**src/rtl/core/sssc_pkg.sv**
```systemverilog
package sssc_pkg;

  // Input item of one (channel, time step, state element)
  typedef struct packed {
    logic [5:0]         channel;
    logic [3:0]         state_index;
    logic               last_state;
    logic               first_step;
    logic signed [15:0] x_value;
    logic [14:0]        delta;
    logic signed [15:0] a_value;
    logic signed [15:0] b_value;
    logic signed [15:0] c_value;
    logic signed [15:0] d_skip;
  } in_t;

  // Result item
  typedef struct packed {
    logic signed [31:0] y_value;
    logic [5:0]         out_channel;
  } out_t;

  // Sequencer states
  typedef enum logic [3:0] {
    ST_CLEAR,
    ST_IDLE,
    ST_RD,
    ST_EXP1,
    ST_EXP2,
    ST_DEC,
    ST_UPD,
    ST_ACC,
    ST_OUT
  } state_t;

  // Stage enables for the decay unit
  typedef struct packed {
    logic s1_en;
    logic s2_en;
  } dec_ctl_t;

  localparam logic [16:0] E_ONE = 17'd65536;

  // exp(-j/16) in Q.16, j = 0..16
  function automatic logic [16:0] frac_exp(input logic [4:0] j);
    logic [16:0] v;
    unique case (j)
      5'd0:    v = 17'd65536;
      5'd1:    v = 17'd61565;
      5'd2:    v = 17'd57835;
      5'd3:    v = 17'd54331;
      5'd4:    v = 17'd51039;
      5'd5:    v = 17'd47947;
      5'd6:    v = 17'd45042;
      5'd7:    v = 17'd42313;
      5'd8:    v = 17'd39750;
      5'd9:    v = 17'd37341;
      5'd10:   v = 17'd35079;
      5'd11:   v = 17'd32954;
      5'd12:   v = 17'd30957;
      5'd13:   v = 17'd29081;
      5'd14:   v = 17'd27319;
      5'd15:   v = 17'd25664;
      5'd16:   v = 17'd24109;
      default: v = 17'd0;
    endcase
    return v;
  endfunction

  // exp(-k) in Q.16, k = 0..11
  function automatic logic [16:0] int_exp(input logic [3:0] k);
    logic [16:0] v;
    unique case (k)
      4'd0:    v = 17'd65536;
      4'd1:    v = 17'd24109;
      4'd2:    v = 17'd8869;
      4'd3:    v = 17'd3263;
      4'd4:    v = 17'd1200;
      4'd5:    v = 17'd442;
      4'd6:    v = 17'd162;
      4'd7:    v = 17'd60;
      4'd8:    v = 17'd22;
      4'd9:    v = 17'd8;
      4'd10:   v = 17'd3;
      4'd11:   v = 17'd1;
      default: v = 17'd0;
    endcase
    return v;
  endfunction

  // Divide by 2^s, round to nearest, ties away from zero
  function automatic logic signed [63:0] rnd(input logic signed [63:0] v, input int s);
    logic [63:0] half;
    logic [63:0] mag;
    half = 64'd1 << (s - 1);
    if (!v[63]) begin
      return $signed((64'(v) + half) >> s);
    end
    mag = (64'd0 - 64'(v) + half) >> s;
    return $signed(64'd0 - mag);
  endfunction

  // Saturate to the signed 32 bit range
  function automatic logic signed [31:0] sat32(input logic signed [63:0] v);
    if (v > 64'sd2147483647) return 32'sh7FFFFFFF;
    if (v < -64'sd2147483648) return 32'sh80000000;
    return v[31:0];
  endfunction

endpackage

```
**src/rtl/core/sssc_decay.sv**
```systemverilog
module sssc_decay (
  input  logic                clk,
  input  sssc_pkg::dec_ctl_t  ctl,
  input  logic signed [31:0]  arg,
  output logic [16:0]         e_r
);
  import sssc_pkg::*;

  logic [31:0] m;
  logic [4:0]  j;
  logic [16:0] fj;
  logic [16:0] fj1;
  logic [16:0] diff;
  logic [36:0] prod;
  logic [16:0] g_nxt;
  logic [16:0] g_r;
  logic [3:0]  k_r;
  logic        pos_r;
  logic        big_r;
  logic [33:0] ep;
  logic [16:0] e_nxt;

  // Stage 1: interpolate the fractional part of the argument
  always_comb begin
    m     = 32'd0 - 32'(arg);
    j     = {1'b0, m[23:20]};
    fj    = frac_exp(j);
    fj1   = frac_exp(j + 5'd1);
    diff  = fj - fj1;
    prod  = 37'(diff) * 37'(m[19:0]);
    g_nxt = fj - 17'(prod >> 20);
  end

  always_ff @(posedge clk) begin
    if (ctl.s1_en) begin
      g_r   <= g_nxt;
      k_r   <= m[27:24];
      pos_r <= !arg[31];
      big_r <= (m[31:24] >= 8'd12);
    end
  end

  // Stage 2: scale by the integer part
  always_comb begin
    ep = 34'(int_exp(k_r)) * 34'(g_r) + 34'd32768;
    priority if (pos_r) e_nxt = E_ONE;
    else if (big_r)     e_nxt = 17'd0;
    else                e_nxt = ep[32:16];
  end

  always_ff @(posedge clk) begin
    if (ctl.s2_en) begin
      e_r <= e_nxt;
    end
  end

endmodule

```
**config.mk**
```make
export PLATFORM = sky130hd
export DESIGN_NAME = sssc_decay
export DESIGN_NICKNAME = d
export VERILOG_FILES = /design/src/rtl/core/sssc_pkg.sv /design/src/rtl/core/sssc_decay.sv
export SDC_FILE = /design/constraint.sdc
export NUM_CORES = 1
export LEC_CHECK = 0
export ABC_AREA = 1
export BUFFER_PORTS_ARGS = -buffer_cell sky130_fd_sc_hd__buf_4
export CAP_MARGIN = 30
export CORE_AREA = 3 3 260 185
export CTS_BUF_LIST = sky130_fd_sc_hd__clkbuf_4
export DETAILED_ROUTE_END_ITERATION = 7
export DIE_AREA = 0 0 263 188
export PLACE_DENSITY = 0.76
export SKIP_CTS_REPAIR_TIMING = 1
export SLEW_MARGIN = 20
export SYNTH_ARGS = -nofsm -noshare
export SYNTH_HDL_FRONTEND = slang
export SYNTH_SLANG_ARGS = --single-unit
export TNS_END_PERCENT = 10
```
**constraint.sdc**
```tcl
create_clock -name clk -period 31.4 [get_ports clk]
set_input_delay 4.71 -clock clk [delete_from_list [all_inputs] [get_ports clk]]
set_output_delay 4.71 -clock clk [all_outputs]
set_load 0.02 [all_outputs]
```
After elaboration in Yosys (flattened, before gate mapping)
Memories as Yosys holds them, arrays and structs flattened. A register that Yosys moved wholly into a read port is not among the register bits.
Cells that the tools add are included.
Widths: inputs -> output; s select.
{ "classes": {"n_reduce_logical": 2, "mul": 2, "mux": 2, "addsub": 5, "n_eq_ne": 0, "order_cmp": 1, "bitwise": 0, "div": 0, "shift": 0} }
{ "op_table": {"columns": ["cell", "n"], "rows": [
  ["$mul 17x20->37", 1],
  ["$sub 17x17->17", 2],
  ["$add 33x16->33 const B", 1],
  ["$mul 17x17->33", 1],
  ["$sub 1x32->32 const A", 1],
  ["$mux 17", 1],
  ["$ge 8x4->1 const B", 1],
  ["$add 4x1->5 const B", 1],
  ["$mux 4", 1],
  ["$reduce_or 2->1", 1],
  ["$logic_not 1->1", 1]
]} }
{ "totals": {"memories": 3, "ram_bits": 0, "romBits": 1056, "latch_bits": 0, "ff_bits": 40} }
{ "memory_table": {"columns": ["memory", "depth", "word_bits", "read_ports", "rd_ports_with_merged_regs", "write_ports", "line_no", "text"], "rows": [
  ["(no name shown)", 32, 17, 1, 0, 0, "sssc_pkg.sv:47", "unique case (j)"],
  ["(no name shown)", 16, 17, 1, 0, 0, "sssc_pkg.sv:47", null],
  ["(no name shown)", 16, 15, 1, 1, 0, "sssc_pkg.sv:73", "unique case (k)"]
]} }

Depth between registers and ports, before layout
Gate-level depths: netlist of run 1.
An unclocked memory read counts as a cell.
{ "depth": {"depth_word": 6, "mapped_depth": 65} }

Least setup slack after synthesis of run 1
Ideal clock, no wire load.
{ "synth_path": {"kind": "in2reg", "startpoint": "in arg[0]", "endpoint": "reg g_r[14] (data pin)", "n_path_buf": 1, "t_required_ns": 31.148, "t_arrival_ns": 15.163, "setup_time_ns": 0.252, "setup_slack_ns": 15.985, "path_stages": 56, "cell_sequence": "inv_2 -> clkbuf_1 -> ha_1 -> nand2_2 -> nor2_8 -> nand3_2 -> nand2_2 -> nand2_2 -> inv_2 -> ha_1 -> inv_1 -> ha_1 -> inv_1 -> nand2_1 -> nor2_1 -> o21ai_0 -> o21ai_0 -> a21boi_0 -> [... 20 more ...] -> ha_1 -> a21oi_1 -> o21ai_0 -> nor2_1 -> nand2_1 -> nand2_1 -> nand2_1 -> xor2_1 -> ha_1 -> fa_1 -> o21ai_0 -> a21oi_1 -> o21ai_0 -> a21boi_0 -> o21ai_0 -> nand2_1 -> nand3_1 -> nand2_1"} }
{ "synth_between": {"elab_chain_len": 6, "elab_cells_between_ends": 7, "cone_classes": "add/sub: 4; mul: 1; memory: 2"} }
{ "synth_lines": {"columns": ["element", "line_no", "text"], "rows": [
  ["start: declaration", "sssc_decay.sv:4", "input logic signed [31:0] arg,"],
  ["$sub 1x32->32 (*)", "sssc_decay.sv:25", "m = 32'd0 - 32'(arg);"],
  ["$add 4x1->5", "sssc_decay.sv:28", "fj1 = frac_exp(j + 5'd1);"],
  ["$mem_v2 32x17", null, null],
  ["$sub 17x17->17", "sssc_decay.sv:29", "diff = fj - fj1;"],
  ["$mul 17x20->37", "sssc_decay.sv:30", "prod = 37'(diff) * 37'(m[19:0]);"],
  ["$sub 17x17->17 (*)", "sssc_decay.sv:31", "g_nxt = fj - 17'(prod >> 20);"],
  ["named net g_nxt[14]", "sssc_decay.sv:15", "logic [16:0] g_nxt;"],
  ["end signal: assignment", "sssc_decay.sv:36", "g_r <= g_nxt;"],
  ["end: declaration", "sssc_decay.sv:16", "logic [16:0] g_r;"]
]} }
Mark *: on every way through the listed nets, which the timed path passes. The rest lies on a longest branch.
A chain may end at the register's enable or synchronous reset.

Final worst setup path of run 1
Ends and elaborated chain as after synthesis.

==> metrics, run 1 <==
status finished clean; cell taking the most area after synthesis fa_1; row cnt 66; area of the multi-input gates just under 20,000 µm²; Root Buffer clkbuf_4; clk_lat worst skew 0.43 ns; Core ar. 46,080 µm²; Least-Margin Pin Slew 0.8979 ns; GPL Wtd Cong 1.019; DR top layer met5; Max-slew headroom roughly two fifths; CP delay by family, top adder cells; worst-path maximum fanout 15; crit start category input pin; met1 wire length around 31,000 µm; EDFF count, synth 40; CP Class in -> reg; Max-Cap Viols 0; proportion of layout cells with a drive suffix above 1 4.356%; Top FF cell, synth edfxtp_1; vias per cell between 5 and 6; Bufs and invs on worst path 10; final period utilization between 50% and 60%; drt wl/cell between 15 and 20 µm; Avg Cell Area, Syn 7.520 µm²; TritonCTS clock tree yes; Arrival @ worst endpoint 17.60 ns; drt drc 0; Synth top area share 36.56%; Achievable Freq 0.05758 GHz; Pre-Repair DR Iteration Count 7; Die Width approximately 260 µm; I/O Buffers between 50 and 60; top cells by area, synth fa_1, ha_1, inv_1; Final Critical Period 17.37 ns; GRT Util Overall roughly 29%; final setup vio count 0; final core occ 56.69%; Clock Skew ~0.013 ns; FF+latch count, synth 54; R2R setup slack 25.09 ns; Crit path largest cell delay between 0.5 and 0.6 ns; Area growth syn-to-layout 3.938%; via count 21,000; Yosys cell types 55; Final TNS setup 0 ns; slowest stage cell, crit path nand2_1; RSZ-0062 raised after global routing false; CTS HTree Levels 2; Seq/Total Area, Yosys slightly below 6%; first-pass GRT wire length 112,900 µm; Ports 52; Final #Nets 4,112; DP HPWL 57,470 µm; Hold Crit Class reg -> reg; Die Area around 49,000 µm²; Req. time, crit path roughly 32 ns; fin. max-slew vios 0; antenna violations before repair 1; Post-Synthesis Cells 3,342; register area 1481 µm²; Clock Path Buffers 2; DRT iter0 DRCs 1,638; vias in the first global route 21,480; FILL cells approximately 4,300; Worst Setup End Kind flop; Routed WL 68,570 µm; Initial Util 54.54%; CTS buffer count 5; post-synthesis async set-or-reset flop share 0%; Post-DRT Antenna Nets 0; Net Count, Synth between 4,000 and 5,000; Overflow after GRT 0; Die Ht about 190 µm; total clock sinks 54; DR WL met3 10,130 µm; Clock transition at path regs roughly 0.18 ns; pin count of the biggest net entering global routing 28; YS warnings 0; Post-Syn Area 25,130 µm²; final hold vios 0; Met2 Wirelength 26,580 µm
worst paths after layout:
kind / startpoint / end / depth (start not counted)
setup / recovery: arg[0] / g_r[14] / 58
hold / removal: pos_r / e_r[16] / 2
setup reg to reg: flop / e_r[16] / 19
hold reg to reg: pos_r / e_r[16] / 2
cells by family after synthesis:
group | count (synthesis) | share of synthesized area, %
AND/OR/NAND/NOR | 1215 | 20.11
buffers and inverters | 1001 | 15.12
adder cells (fa/ha/maj) | 749 | 51.00
AO/OA/AOI/OAI | 272 | 6.089
flip-flops | 54 | 5.895
XOR/XNOR | 51 | 1.777
placed cells by master (no fill, tap or decap), types with 22 or more instances in the layout:
master and n:
xor2_1 25, xnor2_1 25, nor2_1 245, o21ai_0 85, inv_1 901, buf_4 68
nand2_1 778, edfxtp_1 40, ha_1 290, fa_1 459, nand3_1 78, nor3_1 22
a21oi_1 109
Yosys cell counts (6+ instances only):
cell type  count
a21o_1         6
o21a_1        10
fa_1         459
xor2_1        26
inv_1        901
clkbuf_1      76
clkinv_1       6
nand4_1       15
nand2_2       15
ha_1         290
nor2_1       245
nand3b_1       6
xnor2_1       25
buf_2          8
nand3_2       15
a21oi_1      109
nand2_1      778
nor2_2        13
dfxtp_1       14
nor3_1        22
o21ai_1        8
edfxtp_1      40
a31oi_1       15
or2_2          7
nand3_1       78
o21ai_0       85
area by class of cell:
| type | instances | share of cell area [%] |
|---|---|---|
| clock inverter | 3 | 0.1676 |
| tap | 612 | 2.931 |
| timing repair buffer | 68 | 1.954 |
| sequential | 54 | 5.671 |
| multi-input combinational | 2287 | 76.02 |
| clock buffer | 5 | 0.1437 |
| antenna | 1 | 0.009580 |
| inverter | 912 | 13.11 |
routing by layer:
metal	global-route usage [%]	vias to the layer above
li1	-	9858
met3	11.69	75
met1	42.10	10100
met2	40.77	964
met5	1.158	-
met4	3.496	2
stage by stage:
stage                     worst slack, ns  instances  instance area (µm²)  hold slack (ns)
after floorplan                     15.98       3342                25130           0.5055
after global placement              14.16       3932                26030           0.6503
after detailed placement            13.75       3933                26040           0.6551
after CTS                           14.21       3941                26120           0.6974
after global routing                13.05       3942                26120           0.7435
final                               14.03       3942                26120           0.6748
worst min-delay path, delay by kind of cell (launching register included):
| family | cells | cell delay, ns |
|---|---|---|
| buffers and inverters | 1 | 0.07 |
| and+or+nand+nor | 1 | 0.07 |
| DFF | 1 | 0.43 |
Power of run 1 is not shown: default switching activity piles up to over one toggle a cycle in this logic, so the estimate is an artifact.
==> run 2, diff against run 1 <==
ABC_AREA = 0   (was 1)
CORE_AREA = 3 3 253 181   (was 3 3 260 185)
DIE_AREA = 0 0 256 184   (was 0 0 263 188)
PLACE_DENSITY = 0.79   (was 0.76)
clock period = 14.8 ns   (was 31.4 ns; I/O delays follow)
==> run 2 against run 1 <==
  * Hold slack lost 0.021 ns
  * Wire length is 11% lower
  * Cell count fell by 12%
  * Synthesized area decreased by 5.2%
  * First-iteration DRC count fell by 16%
  * Clock skew down 0.0061 ns
==> metrics, run 2 <==
simple-gate share of the synthesized area 18.05% (was 20.11%); total clock sinks 54 (unchanged); DR WL met3 5584 µm (was 10,130 µm); Die Area 47,100 µm² (was 49,440 µm²); r2r worst-path depth 21 (was 19); most frequent CP cell fa_1; Post-Synth XOR/XNOR Area 3.624% (was 1.777%); CTS HTree Levels 2 (unchanged); Max-slew headroom 33.82% (was 40.07%); pin count of the biggest net entering global routing 35 (was 28); largest family of logic cells by synthesized area adder cells (unchanged); Initial Util 54.79% (was 54.54%); Achievable Freq 0.07060 GHz; Post-DRT Antenna Nets 0 (unchanged); I/O Buffers 51 (unchanged); Ports 52 (unchanged); Die Width 256 µm (was 263 µm); TritonCTS clock tree yes (unchanged); FILL cells 3,773 (was 4,325); post-synthesis async set-or-reset flop share 0% (unchanged); mux cell area share after synthesis 0.2679% (was 0%); row cnt 64 (was 66); Overflow after GRT 0 (unchanged); Final #Nets 3,642 (was 4,112); DR top layer met5 (unchanged); area share of fa/ha/maj cells after synthesis 53.80% (was 51.00%); Final Critical Period 14.16 ns; final period utilization between 90% and 100%; Synth top area share 38.57% (was 36.56%); met1 wire length 27,140 µm (was 30,910 µm); hold path depth 1 (was 2); fin. max-slew vios 0 (unchanged); CTS buffer count 5 (unchanged); drt drc 0 (unchanged); final setup vio count 0 (unchanged); most frequent cells in the layout inv_1, fa_1, nand2_1 (was inv_1, nand2_1, fa_1); most common cell in the netlist inv_1 (unchanged); Hold Crit Class reg -> reg (unchanged); Arrival @ worst endpoint 14.36 ns (was 17.60 ns); Pre-Repair DR Iteration Count 8 (was 7); CP Class in -> reg (unchanged); Post-Syn Area 23,820 µm² (was 25,130 µm²); vias per cell 5.496 (was 5.327); EDFF count, synth 40 (unchanged); YS warnings 0 (unchanged); DP HPWL 51,890 µm (was 57,470 µm); cell taking the most area after synthesis fa_1 (unchanged); GRT Util Overall 26.86% (was 28.68%); Routed WL 60,970 µm (was 68,570 µm); final hold vios 0 (unchanged); non-filler cells, final 3,455 (was 3,942); worst-path maximum fanout 20 (was 15); first-pass GRT wire length 102,400 µm (was 112,900 µm); Die Ht 184 µm (was 188 µm); DRT iter0 DRCs 1,384 (was 1,638); Req. time, crit path 14.99 ns (was 31.63 ns); crit start category input pin (unchanged); Core ar. 43,480 µm² (was 46,080 µm²); GPL Wtd Cong 0.9561 (was 1.019); Least-Margin Pin Slew 0.9824 ns (was 0.8979 ns); proportion of layout cells with a drive suffix above 1 9.654% (was 4.356%); Met2 Wirelength 27,160 µm (was 26,580 µm); slowest stage cell, crit path or4_4 (was nand2_1); FF+latch count, synth 54 (unchanged); Yosys cell types 81 (was 55); via count 18,990 (was 21,000); drt wl/cell 17.65 µm (was 17.40 µm); Worst Setup End Kind flop (unchanged); top cells by area, synth fa_1, ha_1, inv_1 (unchanged); Net Count, Synth 3,533 (was 4,126); Clock Skew 0.006871 ns (was 0.01294 ns); Inst Count DP 3,441 (was 3,933); Crit path largest cell delay 0.60 ns (was 0.55 ns); Root Buffer clkbuf_4 (unchanged); Max-Cap Viols 0 (unchanged); Post-Synthesis Cells 2,749 (was 3,342); Area growth syn-to-layout 9.128% (was 3.938%); Avg Cell Area, Syn 8.666 µm² (was 7.520 µm²); Clock transition at path regs 0.18 ns (about the same); Top FF cell, synth edfxtp_1 (unchanged); status finished clean (unchanged); Seq/Total Area, Yosys 6.218% (was 5.895%); antenna violations before repair 3 (was 1); vias in the first global route 20,590 (was 21,480); most frequent cells after synthesis inv_1, fa_1, nand2_1, ha_1, and2_1 (was inv_1, nand2_1, fa_1, ha_1, nor2_1); most common cell after layout, fill and taps aside inv_1 (unchanged); post-synthesis compound-gate area fraction 6.518% (was 6.089%); Clock Path Buffers 2 (unchanged); clk_lat worst skew 0.41 ns (was 0.43 ns)
run 2: cell types whose count changed after synthesis, sizes merged, moves of 9 or more:
cell | before | now
xor2 | 26 | 35
a21oi | 109 | 69
and2 | 1 | 178
nand2b | 0 | 42
nand2 | 796 | 359
and3 | 1 | 44
nor2b | 0 | 11
inv | 906 | 608
xnor2 | 25 | 58
clkbuf | 76 | 100
nand3 | 94 | 49
nor2 | 263 | 120
o21ai | 94 | 65
run 2: logic make-up (layout without fill, tap and decap cells):
group / Yosys count / in the layout
compound gates: 245 / 245
xor+xnor: 93 / 93
fa+ha+maj: 749 / 749
buf+inv: 722 / 832
flops: 54 / 54
mux: 6 / 6
other cells: 0 / 2
simple gates: 880 / 880
run 2: final cells by class:
cell class	count	area, µm²	share of cell area, %
clock buffer	5	37.54	0.1444
timing repair buffer	215	1693	6.512
clock inverter	3	26.28	0.1011
inverter	609	2287	8.798
tap	594	743.2	2.859
sequential	54	1481	5.698
antenna	2	5.005	0.01925
multi-input combinational	1973	19720	75.87
run 2: layer usage:
metal | vias up | GRT usage [%]
li1 | 8643 | -
met1 | 9461 | 37.79
met2 | 793 | 43.35
met3 | 88 | 5.962
met4 | 2 | 5.218
met5 | - | 0
run 2: worst paths after layout:
path	start	end	slack, ns
setup reg to reg	flop	e_r[11]	7.73
setup / recovery	arg[5]	g_r[15]	0.64
hold / removal	pos_r	e_r[16]	0.65
hold reg to reg	pos_r	e_r[16]	0.65
run 2: worst max-delay path: cells and delay by family:
family / cells / cell delay, ns
fa+ha+maj: 11 / 4.38
compound gates: 20 / 4.07
simple gates: 12 / 2.11
buf+inv: 10 / 1.01
xor+xnor: 3 / 0.52
run 2: through the flow:
step | worst slack [ns] | hold WS, ns | cell area, µm² | setup TNS (ns) | utilization [%]
floorplan | 0.004279 | 0.5055 | 23850 | 0 | -
global placement | -0.1754 | 0.6249 | 25800 | -0.2550 | 59.33
detailed placement | -0.3091 | 0.6337 | 25800 | -0.6273 | 59.35
CTS | 0.08898 | 0.6857 | 25870 | 0 | 59.49
global route | -0.009731 | 0.7076 | 25990 | -0.009731 | 59.78
finish | 0.6360 | 0.6539 | 26000 | 0 | 59.79
Power of run 2 is left out for the same reason.
